`src/rtl/alpn_pkg.sv`:
```
// ----------------------------------------------------------------------------
// alpn_pkg
// Types, codes and name tables for the ALPN protocol list selector.
// ----------------------------------------------------------------------------
package alpn_pkg;

	// Longest list that is parsed; bytes beyond it are errors
	localparam logic [15:0] MAX_LIST_BYTES = 16'd65535;

	// Entry lengths of the two recognized protocol names
	localparam logic [7:0] H2_NAME_LEN   = 8'd2;
	localparam logic [7:0] HTTP_NAME_LEN = 8'd8;

	// Lengths reported with a verdict
	localparam logic [3:0] H2_CHOSEN_LEN   = 4'd2;
	localparam logic [3:0] HTTP_CHOSEN_LEN = 4'd8;

	// Verdict codes
	typedef enum logic [1:0] {
		VERDICT_FATAL = 2'd0,
		VERDICT_H2    = 2'd1,
		VERDICT_HTTP  = 2'd2
	} verdict_t;

	// Characters of "h2"
	function automatic logic [7:0] h2_char(input logic idx);
		logic [7:0] c;
		unique case (idx)
			1'b0:    c = 8'h68;
			default: c = 8'h32;
		endcase
		return c;
	endfunction

	// Characters of "http/1.1"
	function automatic logic [7:0] http_char(input logic [2:0] idx);
		logic [7:0] c;
		unique case (idx)
			3'd0:    c = 8'h68;
			3'd1:    c = 8'h74;
			3'd2:    c = 8'h74;
			3'd3:    c = 8'h70;
			3'd4:    c = 8'h2f;
			3'd5:    c = 8'h31;
			3'd6:    c = 8'h2e;
			default: c = 8'h31;
		endcase
		return c;
	endfunction

endpackage

```
`src/rtl/alpn_list_protocol_selector_core.sv`:
```
// ----------------------------------------------------------------------------
// alpn_list_protocol_selector_core
// Parses a length-prefixed ALPN protocol list one byte per transaction and
// returns one verdict (h2, http/1.1 or fatal) when the list ends.
// ----------------------------------------------------------------------------
//
//  channel | handshake            | payload
//  --------+----------------------+-----------------------------------------
//  input   | in_valid / in_ready  | list_byte, has_byte, end_of_list
//  output  | out_valid / out_ready| verdict, chosen_offset, chosen_length
//
// One input transaction per cycle while the input register does not stall; the
// verdict is presented once the end-of-list transaction has passed the input
// register and then the result register.
// The parse state is updated once per advancing cycle by the logic behind the input
// register; only the end-of-list transaction writes the result register.
// The input register stalls only when it holds an end-of-list transaction
// and the result register is still full and not being taken.
// Reset clears the parse state and both valid flags.
// ----------------------------------------------------------------------------
module alpn_list_protocol_selector_core
	import alpn_pkg::*;
(
	input  logic        clk,
	input  logic        arst_n,
	input  logic        in_valid,
	output logic        in_ready,
	input  logic [7:0]  list_byte,
	input  logic        has_byte,
	input  logic        end_of_list,
	output logic        out_valid,
	input  logic        out_ready,
	output logic [1:0]  verdict,
	output logic [15:0] chosen_offset,
	output logic [3:0]  chosen_length
);

	// Input register
	logic       valid_s1;
	logic [7:0] byte_s1;
	logic       has_s1;
	logic       last_s1;

	// Parse state
	logic [15:0] byte_pos_q;
	logic [7:0]  entry_rem_q;
	logic [7:0]  entry_len_q;
	logic [15:0] entry_start_q;
	logic        h2_match_q;
	logic        http_match_q;
	logic        h2_found_q;
	logic [15:0] h2_offset_q;
	logic        http_found_q;
	logic [15:0] http_offset_q;
	logic        error_q;

	// Result register
	logic        out_valid_q;
	verdict_t    verdict_q;
	logic [15:0] offset_q;
	logic [3:0]  length_q;

	// Next state
	logic [15:0] byte_pos_d;
	logic [7:0]  entry_rem_d;
	logic [7:0]  entry_len_d;
	logic [15:0] entry_start_d;
	logic        h2_match_d;
	logic        http_match_d;
	logic        h2_found_d;
	logic [15:0] h2_offset_d;
	logic        http_found_d;
	logic [15:0] http_offset_d;
	logic        error_d;
	logic        error_final;
	logic [7:0]  idx;

	verdict_t    verdict_d;
	logic [15:0] offset_d;
	logic [3:0]  length_d;

	logic out_free;
	logic advance;

	// Handshake control
	assign out_free = !out_valid_q || out_ready;
	assign advance  = valid_s1 && (!last_s1 || out_free);
	assign in_ready = !valid_s1 || advance;

	always_ff @(posedge clk or negedge arst_n) begin
		if (!arst_n) begin
			valid_s1 <= 1'b0;
		end else if (in_ready) begin
			valid_s1 <= in_valid;
		end
	end

	always_ff @(posedge clk) begin
		if (in_ready && in_valid) begin
			byte_s1 <= list_byte;
			has_s1  <= has_byte;
			last_s1 <= end_of_list;
		end
	end

	// Per-byte parse step
	always_comb begin
		byte_pos_d    = byte_pos_q;
		entry_rem_d   = entry_rem_q;
		entry_len_d   = entry_len_q;
		entry_start_d = entry_start_q;
		h2_match_d    = h2_match_q;
		http_match_d  = http_match_q;
		h2_found_d    = h2_found_q;
		h2_offset_d   = h2_offset_q;
		http_found_d  = http_found_q;
		http_offset_d = http_offset_q;
		error_d       = error_q;
		idx           = entry_len_q - entry_rem_q;

		if (has_s1) begin
			if (byte_pos_q >= MAX_LIST_BYTES) begin
				error_d = 1'b1;
			end else begin
				if (entry_rem_q == 8'd0) begin
					// length byte opens a new entry
					if (byte_s1 == 8'd0) begin
						error_d = 1'b1;
					end else begin
						entry_len_d   = byte_s1;
						entry_rem_d   = byte_s1;
						entry_start_d = byte_pos_q + 16'd1;
						h2_match_d    = (byte_s1 == H2_NAME_LEN);
						http_match_d  = (byte_s1 == HTTP_NAME_LEN);
					end
				end else begin
					// name byte: compare against both names
					if (h2_match_q && (idx >= 8'd2 || h2_char(idx[0]) != byte_s1))
						h2_match_d = 1'b0;
					if (http_match_q && (idx >= 8'd8 || http_char(idx[2:0]) != byte_s1))
						http_match_d = 1'b0;
					entry_rem_d = entry_rem_q - 8'd1;
					if (entry_rem_d == 8'd0 && !error_q) begin
						if (h2_match_d && !h2_found_q) begin
							h2_found_d  = 1'b1;
							h2_offset_d = entry_start_q;
						end
						if (http_match_d && !http_found_q) begin
							http_found_d  = 1'b1;
							http_offset_d = entry_start_q;
						end
					end
				end
				byte_pos_d = byte_pos_q + 16'd1;
			end
		end
	end

	// Verdict at end of list; h2 wins if found, http/1.1 only without an error; an unfinished entry counts as an error
	always_comb begin
		error_final = error_d || (entry_rem_d != 8'd0);
		verdict_d   = VERDICT_FATAL;
		offset_d    = 16'd0;
		length_d    = 4'd0;
		priority if (h2_found_d) begin
			verdict_d = VERDICT_H2;
			offset_d  = h2_offset_d;
			length_d  = H2_CHOSEN_LEN;
		end else if (!error_final && http_found_d) begin
			verdict_d = VERDICT_HTTP;
			offset_d  = http_offset_d;
			length_d  = HTTP_CHOSEN_LEN;
		end
	end

	// Parse state registers; cleared after every verdict
	always_ff @(posedge clk or negedge arst_n) begin
		if (!arst_n) begin
			byte_pos_q    <= '0;
			entry_rem_q   <= '0;
			entry_len_q   <= '0;
			entry_start_q <= '0;
			h2_match_q    <= 1'b0;
			http_match_q  <= 1'b0;
			h2_found_q    <= 1'b0;
			h2_offset_q   <= '0;
			http_found_q  <= 1'b0;
			http_offset_q <= '0;
			error_q       <= 1'b0;
		end else if (advance) begin
			if (last_s1) begin
				byte_pos_q    <= '0;
				entry_rem_q   <= '0;
				entry_len_q   <= '0;
				entry_start_q <= '0;
				h2_match_q    <= 1'b0;
				http_match_q  <= 1'b0;
				h2_found_q    <= 1'b0;
				h2_offset_q   <= '0;
				http_found_q  <= 1'b0;
				http_offset_q <= '0;
				error_q       <= 1'b0;
			end else begin
				byte_pos_q    <= byte_pos_d;
				entry_rem_q   <= entry_rem_d;
				entry_len_q   <= entry_len_d;
				entry_start_q <= entry_start_d;
				h2_match_q    <= h2_match_d;
				http_match_q  <= http_match_d;
				h2_found_q    <= h2_found_d;
				h2_offset_q   <= h2_offset_d;
				http_found_q  <= http_found_d;
				http_offset_q <= http_offset_d;
				error_q       <= error_d;
			end
		end
	end

	// Result register
	always_ff @(posedge clk or negedge arst_n) begin
		if (!arst_n) begin
			out_valid_q <= 1'b0;
		end else if (advance && last_s1) begin
			out_valid_q <= 1'b1;
		end else if (out_ready) begin
			out_valid_q <= 1'b0;
		end
	end

	always_ff @(posedge clk) begin
		if (advance && last_s1) begin
			verdict_q <= verdict_d;
			offset_q  <= offset_d;
			length_q  <= length_d;
		end
	end

	assign out_valid     = out_valid_q;
	assign verdict       = verdict_q;
	assign chosen_offset = offset_q;
	assign chosen_length = length_q;

	// Checks
	a_fatal_empty: assert property (@(posedge clk) disable iff (!arst_n)
		out_valid_q && verdict_q == VERDICT_FATAL |-> offset_q == 16'd0 && length_q == 4'd0)
		else $error("fatal verdict carries a protocol");

	a_h2_len: assert property (@(posedge clk) disable iff (!arst_n)
		out_valid_q && verdict_q == VERDICT_H2 |-> length_q == H2_CHOSEN_LEN)
		else $error("h2 verdict with wrong length");

	a_stall_cause: assert property (@(posedge clk) disable iff (!arst_n)
		!in_ready |-> valid_s1 && last_s1 && out_valid_q && !out_ready)
		else $error("input stalled without a full result register");

	a_list_clear: assert property (@(posedge clk) disable iff (!arst_n)
		advance && last_s1 |=> byte_pos_q == 16'd0 && entry_rem_q == 8'd0 && !error_q)
		else $error("parse state not cleared after verdict");

endmodule
```
`config.mk`:
```
export PLATFORM = sky130hd
export DESIGN_NAME = alpn_list_protocol_selector_core
export DESIGN_NICKNAME = d
export VERILOG_FILES = /design/src/rtl/alpn_pkg.sv /design/src/rtl/alpn_list_protocol_selector_core.sv
export SDC_FILE = /design/constraint.sdc
export NUM_CORES = 1
export LEC_CHECK = 0
export ABC_AREA = 1
export BUFFER_PORTS_ARGS = -buffer_cell sky130_fd_sc_hd__clkbuf_2
export CELL_PAD_IN_SITES_DETAIL_PLACEMENT = 1
export CELL_PAD_IN_SITES_GLOBAL_PLACEMENT = 1
export CORE_MARGIN = 10
export CORE_UTILIZATION = 41
export DETAILED_ROUTE_END_ITERATION = 10
export PLACE_DENSITY = 0.8
export SLEW_MARGIN = 20
export SYNTH_ARGS = -nofsm -noshare
export SYNTH_HDL_FRONTEND = slang
export SYNTH_SLANG_ARGS = --single-unit
```
`constraint.sdc`:
```
create_clock -name clk -period 2.55 [get_ports clk]
set_input_delay 0.51 -clock clk [delete_from_list [all_inputs] [get_ports clk]]
set_output_delay 0.51 -clock clk [all_outputs]
set_load 0.02 [all_outputs]
```
==> flow_summary.yaml, run 1 <==
sta:
  rsz0062_at_grt: "yes"
  timing.clock.skew_ps: 12.98
  hold_violations: 0
  fmax_mhz: 334.6
  setup_violations: 50
  timing.max_slew.rel_slack: 0.4923
  totalNegativeSetupSlack_ps: -14320
  final.min_clock_period_ps: 2989
  fin_ws_ps: -438.7
  final.period_utilization: 1.172
  worst_pin_slew_ps: 756.9
  maxSlewViolCount: 0
critical_path:
  critical_path.startpoint: "entry_len_q[0]$_DFFE_PN0P_"
  timing_worst_setup_path_type: "flop to flop"
  setup.worst_path.end: "chosen_offset[11]$_DFFE_PP_"
  worstPathArrival_ps: 3170
  setup.worst_path.start_class: "flop"
  cpMaxStageDelayCell: "fa_2"
  crit_path_cell_trace: "inv_2 > ha_4 > inv_2 > fa_2 > nand2_4 > buf_6 > nand2_4 > nand2_2 > nand2_1 > nand2_1 > nand3_2 > inv_2 > nand2_1 > nor2_4 > buf_12 > nand3_4 > nand2_2 > nand2_1 > nand3_1 > nand2_1"
  cp_common_cell: "nand2_1"
  worst_r2r_startpoint: "entry_len_q[0]$_DFFE_PN0P_"
  timing.reg2reg.worst_path_depth: 20
  cp_slowest_stage_delay_ps: 390
  ff_to_ff_end: "chosen_offset[11]$_DFFE_PP_"
  rrSetupSlack_ps: -440
  required_ps: 2740
  endpoint_class_of_the_critical_path: "flop"
  crit_path_max_fanout: 8
routing:
  vias_after_detailed_routing: 6835
  finalWirelength_um: 25070
  drc_errors: 0
  drt-wirelength-per-cell_um: 20.48
  drt-initial-drc-count: 575
  drtAntennaViolNets: 0
  vias_per_cell: 5.584
  total_iterations_of_the_first_detailed_routing_run: 5
power:
  cell_pwr_density_mw_per_mm2: 763.0
  p_clk_frac: 0.360
  worst_ir_drop_vdd_v: 0.0004922
  switching_share: 0.3599
  p_switching_mw: 2.372
  combPwrFrac: 0.327
  seq_power_share: 0.313
  report.power.total_mw: 6.590
  power_leakage_nw: 4.205
  internal_power_mw: 4.219
clock_network:
  number_of_clock_buffers_inserted_by_tritoncts: 17
  cts_htree_levels: 4
  cts_tree: "built"
  max-clock-path-buffers: 2
  cts.root.buffer_cell: "clkbuf_16"
  tritoncts_num_sinks: 115
  clkSlewWorstSetupHoldPaths_ps: 60
  worst_skew_pair.late_latency_ps: 440
place:
  gp_congestion: 0.8708
  dp_slack_ps: -319.8
  place.port_buffers: 35
  place.detailed.hpwl_um: 15660
logic_synthesis:
  most_numerous_cell_in_the_yosys_netlist: "nand2_1"
  ys_async_sr_fraction: 0.7565
  post_synthesis_simple_gate_area_fraction: 0.3743
  complex_gate_fraction_of_the_synthesized_area: 0.06226
  post-synth-top-area-fraction: 0.3224
  yosysUniqueCellTypes: 42
  ys_ff_latch: 115
  synth_largest_area_cell: "dfrtp_1"
  synth_top_cells_by_count: "nand2_1, inv_1, nand3_1"
  synth-edff-count: 28
  synth_area_per_cell_um2: 7.604
  syn-cell-area_mm2: 0.006753
  synthesis.instances: 888
  synthXorXnorAreaFrac: 0.005188
  yosysSeqAreaShare: 0.4469
  synth_warnings: 0
  multiplexer_share_of_the_synthesized_area: 0
  yosys.area_share.adder: 0.02149
  synth_top_family_by_area: "simple AND/OR/NAND/NOR gates"
  ys.flop_type: "dfrtp_1"
  synth.top_cells.by_area: "dfrtp_1, nand2_1, edfxtp_1"
layout:
  area.growth.synth_to_final_pct: 27.90
  drive_gt1_frac: 0.2589
  multi_input_area_mm2: 0.003374
  sequential_cell_area_mm2: 0.003018
  num_antenna_cells: 0
  fillCellCount: 2010
  finish.net_count: 1020
global_route:
  grt_start_max_net_pins: 44
  grtUsageTotal: 0.2183
  grt.overflow.total: 0
  antenna_found_initial: 0
  global_route_wire_length_before_repair_um: 38360
  grt_pass1_vias: 7254
die:
  ports: 38
  die_y_um: 148.3
  floorplan.die.width_um: 148.3
  core-area_mm2: 0.01600
  floorplan.initialDensity: 0.4220
  std_cell_rows: 46
  fp.dieArea_mm2: 0.02200
flow_run:
  drv_cap: 0
run_status:
  failing_checks: "negative setup slack"
  outcome: "finished with violations"
worst_hold_path:
  worstHoldPathType: "input port to asynchronous set/reset pin"
## what timing repair did
action                                 CTS  global route
setup endpoints to repair               50            70
endpoints found under the hold margin    0             0
pin swaps                               20            23
cloned                                   3             1
buffers inserted                         5             5
hold buffers                             0             0
gates resized for setup                 29            45
## area by class of cell
type	instances	area share
Tap cell	216	0.03129
Inverter	105	0.04592
Clock buffer	22	0.05259
Sequential cell	115	0.3494
Clock inverter	10	0.01275
Multi-Input combinational cell	637	0.3907
Timing Repair Buffer	119	0.1173
## worst max-delay path: cells and delay by family, from the launching register on
kind | cells | cell delay, ps
adders and majority gates | 2 | 540
buffers and inverters | 5 | 450
and+or+nand+nor | 13 | 1370
DFF | 1 | 380
## flip-flops by register name (all words and copies together) (netlist names), 2 cells and up
signal / flops
byte_pos_q: 16
chosen_offset: 16
entry_start_q: 16
h2_offset_q: 16
http_offset_q: 16
byte_s1: 8
entry_len_q: 8
entry_rem_q: 8
chosen_length: 2
## layer usage
metal	wire length, um	share of wire	track usage	up-vias
met5	0	0	0	-
met3	1229	0.049	0.03792	63
li1	-	-	-	3123
met2	12600	0.50	0.3775	216
met1	10390	0.41	0.2610	3433
met4	847	0.034	0.09267	0
## logic make-up after synthesis
logic type / Yosys count
flops: 115
other cells: 1
fa+ha+maj: 11
simple gates: 541
xor+xnor: 4
compound gates: 78
buf+inv: 138
## worst min-delay path by stage
| stage | start | end | slack [ps] | cells past startpoint |
|---|---|---|---|---|
| 6_report | arst_n | http_offset_q[3]$_DFFE_PN0P_ | 100 | 1 |
| 5_1_grt | arst_n | http_offset_q[3]$_DFFE_PN0P_ | 140 | 1 |
| 4_1_cts | arst_n | h2_offset_q[15]$_DFFE_PN0P_ | 120 | 1 |
| 3_5_place_dp | http_offset_q[11]$_DFFE_PN0P_ | http_offset_q[11]$_DFFE_PN0P_ | 470 | 2 |
| 3_3_place_gp | h2_offset_q[10]$_DFFE_PN0P_ | h2_offset_q[10]$_DFFE_PN0P_ | 460 | 2 |
| 2_1_floorplan | arst_n | byte_pos_q[0]$_DFFE_PN0P_ | 210 | 0 |
## power groups by stage
stage	Combinational [mW]	Clock, mW	Sequential, mW
finish	2.16	2.37	2.06
global route	2.36	2.47	2.07
detailed placement	1.85	0	2.09
floorplan	1.17	0	2.10
global placement	1.80	0	2.09
CTS	1.96	2.36	2.06
## metrics by stage
stage          utilization  cell area (um2)  hold slack [ps]  instances
2_1_floorplan            -             6756            214.4        889
4_1_cts             0.5246             8393            124.2       1218
6_report            0.5398             8637            102.3       1224
3_3_place_gp        0.4763             7621            461.3       1178
3_5_place_dp        0.4763             7621            465.3       1178
5_1_grt             0.5398             8637            143.7       1224
## layout by cell type, fill, tap and decap left out, drive strengths merged, types with 2 or more instances in the layout
| cell | n |
|---|---|
| nand2 | 323 |
| inv | 102 |
| nand3 | 100 |
| dfrtp | 87 |
| buf | 84 |
| nor2 | 61 |
| clkbuf | 57 |
| o21ai | 47 |
| nand4 | 45 |
| edfxtp | 28 |
| a21oi | 16 |
| nor3 | 10 |
| ha | 10 |
| o22ai | 8 |
| clkinv | 8 |
| xor2 | 3 |
| clkinvlp | 3 |
| a211oi | 2 |
| conb | 2 |
| bufinv | 2 |
(Power assumes the default switching activity.)
==> inputs of run 2 (changes only) <==
- CORE_UTILIZATION: 41 -> 49
- PLACE_DENSITY: 0.8 -> 0.89
- clock period: 2.55 -> 3.8 ns (I/O delays scaled with it)
==> run 2 against run 1 <==
  * The run now ends clean
  * Clock skew shrank 5.6 ps
  * Critical path depth shrank 4
  * Flip-flop and latch count is the same
  * Sequential share of layout area grew 4.9 points
  * Sequential power shrank 32%
  * Utilization grew 2.8 points
  * Design area shrank 12%
  * Hold slack gained 180 ps
  * Via count shrank 7.9%
  * Maximum frequency shrank 8.5%
  * Critical endpoint is now chosen_offset[5]$_DFFE_PP_
  * Largest power group unchanged
  * Highest routed layer unchanged
==> flow_summary.yaml, run 2 (synthesis results as in run 1) <==
run_status:
  outcome: "finished clean"
power:
  report.power.total_mw: 3.990
  cell_pwr_density_mw_per_mm2: 526.5
  power_leakage_nw: 3.770
  p_switching_mw: 1.391
  switching_share: 0.3486
  p_clk_frac: 0.384
  seq_power_share: 0.350
  internal_power_mw: 2.599
  worst_ir_drop_vdd_v: 0.0004126
  combPwrFrac: 0.266
die:
  floorplan.initialDensity: 0.5059
  die_y_um: 137.4
  floorplan.die.width_um: 137.4
  fp.dieArea_mm2: 0.01888
  core-area_mm2: 0.01335
  ports: 38
  std_cell_rows: 42
global_route:
  grt_pass1_vias: 6532
  grtUsageTotal: 0.2275
  grt.overflow.total: 0
  antenna_found_initial: 0
  grt_start_max_net_pins: 34
  global_route_wire_length_before_repair_um: 33780
place:
  place.port_buffers: 35
  gp_congestion: 0.8997
  placed_cells: 1077
  dp_slack_ps: 402.3
  placedInstanceArea_mm2: 0.007025
  place.detailed.hpwl_um: 14610
critical_path:
  endpoint_class_of_the_critical_path: "flop"
  timing_worst_setup_path_type: "flop to flop"
  setup.worst_path.start_class: "flop"
  required_ps: 4080
  crit_path_max_fanout: 22
  worstPathArrival_ps: 3550
  timing.reg2reg.worst_path_depth: 16
sta:
  rsz0062_at_grt: "no"
  hold_violations: 0
  fmax_mhz: 306.1
  timing.clock.skew_ps: 7.365
  worst_pin_slew_ps: 795.3
  maxSlewViolCount: 0
  hold-worst-slack_ps: 284.4
  totalNegativeSetupSlack_ps: 0
  final.period_utilization: 0.8596
  fin_ws_ps: 533.4
  timing.max_slew.rel_slack: 0.4692
  final.min_clock_period_ps: 3267
  setup_violations: 0
flow_run:
  drv_cap: 0
clock_network:
  clkSlewWorstSetupHoldPaths_ps: 60
  tritoncts_num_sinks: 115
  post_cts_resized: 0
  cts.root.buffer_cell: "clkbuf_16"
  worst_skew_pair.late_latency_ps: 420
  cts_hold_repair.buffers: 0
  cts_setup_buffers: 0
  number_of_clock_buffers_inserted_by_tritoncts: 17
  max-clock-path-buffers: 2
  cts_htree_levels: 4
  cts_tree: "built"
worst_hold_path:
  worstHoldPathType: "input port to asynchronous set/reset pin"
routing:
  met3_length_um: 1211
  finalWirelength_um: 20580
  highest_signal_layer: "met4"
  met2_wirelength_um: 9709
  drt-wirelength-per-cell_um: 18.57
  m1WireLength_um: 9354
  total_iterations_of_the_first_detailed_routing_run: 5
  vias_per_cell: 5.683
  drt-initial-drc-count: 457
  drc_errors: 0
  vias_after_detailed_routing: 6297
  drtAntennaViolNets: 0
layout:
  area.growth.synth_to_final_pct: 12.21
  final_cell_mix: "nand2_1, nand3_1, inv_1"
  postLayoutCellArea_mm2: 0.007577
  drive_gt1_frac: 0.1363
  layout_commonest_cell: "nand2_1"
  fin_cells: 1108
  finish.net_count: 945
  final_core_util: 0.5677
  num_antenna_cells: 0
-- run 2: power by group through the flow --
stage                     combinational (mW)  clock [mW]  sequential [mW]
after global placement                  1.00           0             1.41
after global routing                    1.20        1.59             1.40
final                                   1.06        1.53             1.40
after floorplan                        0.785           0             1.41
after CTS                               1.05        1.54             1.39
after detailed placement                1.04           0             1.42
-- run 2: final timing paths --
kind | start | endpoint | slack, ps
worst max-delay path | entry_rem_q[0]$_DFFE_PN0P_ | chosen_offset[5]$_DFFE_PP_ | 530
worst min-delay path | arst_n | h2_offset_q[1]$_DFFE_PN0P_ | 280
worst max register to register | entry_rem_q[0]$_DFFE_PN0P_ | chosen_offset[5]$_DFFE_PP_ | 530
worst min register to register | http_offset_q[11]$_DFFE_PN0P_ | http_offset_q[11]$_DFFE_PN0P_ | 480
max in group asynchronous | arst_n | byte_pos_q[2]$_DFFE_PN0P_ | 2720
min in group clk | http_offset_q[11]$_DFFE_PN0P_ | http_offset_q[11]$_DFFE_PN0P_ | 480
-- run 2: final cells by class --
class                      count  area [um2]
inverter                     105       396.6
clock inverter                11       115.1
multi-input combinational    636        3138
timing repair buffer          45       252.7
fill                        1716        5771
tap                          176       220.2
sequential                   115        3018
clock buffer                  20       436.7
-- run 2: critical path, stage by stage, from the launching register on --
cell and delay, ps:
dfrtp_1 450, inv_1 270, ha_1 330, inv_1 60
nand2_1 60, nand2_1 90, nor2_1 160, nand2_1 70
nor2_1 100, nand3_1 190, nor2_8 370, nand3_2 200
nand2_1 130, nand2_1 90, inv_2 280, nand3_1 150
nand2_1 100
-- run 2: routing by layer --
metal	vias up	track usage
met5	-	0
met4	0	0.07670
met3	28	0.05317
met2	169	0.3672
met1	3145	0.2933
li1	2955	-
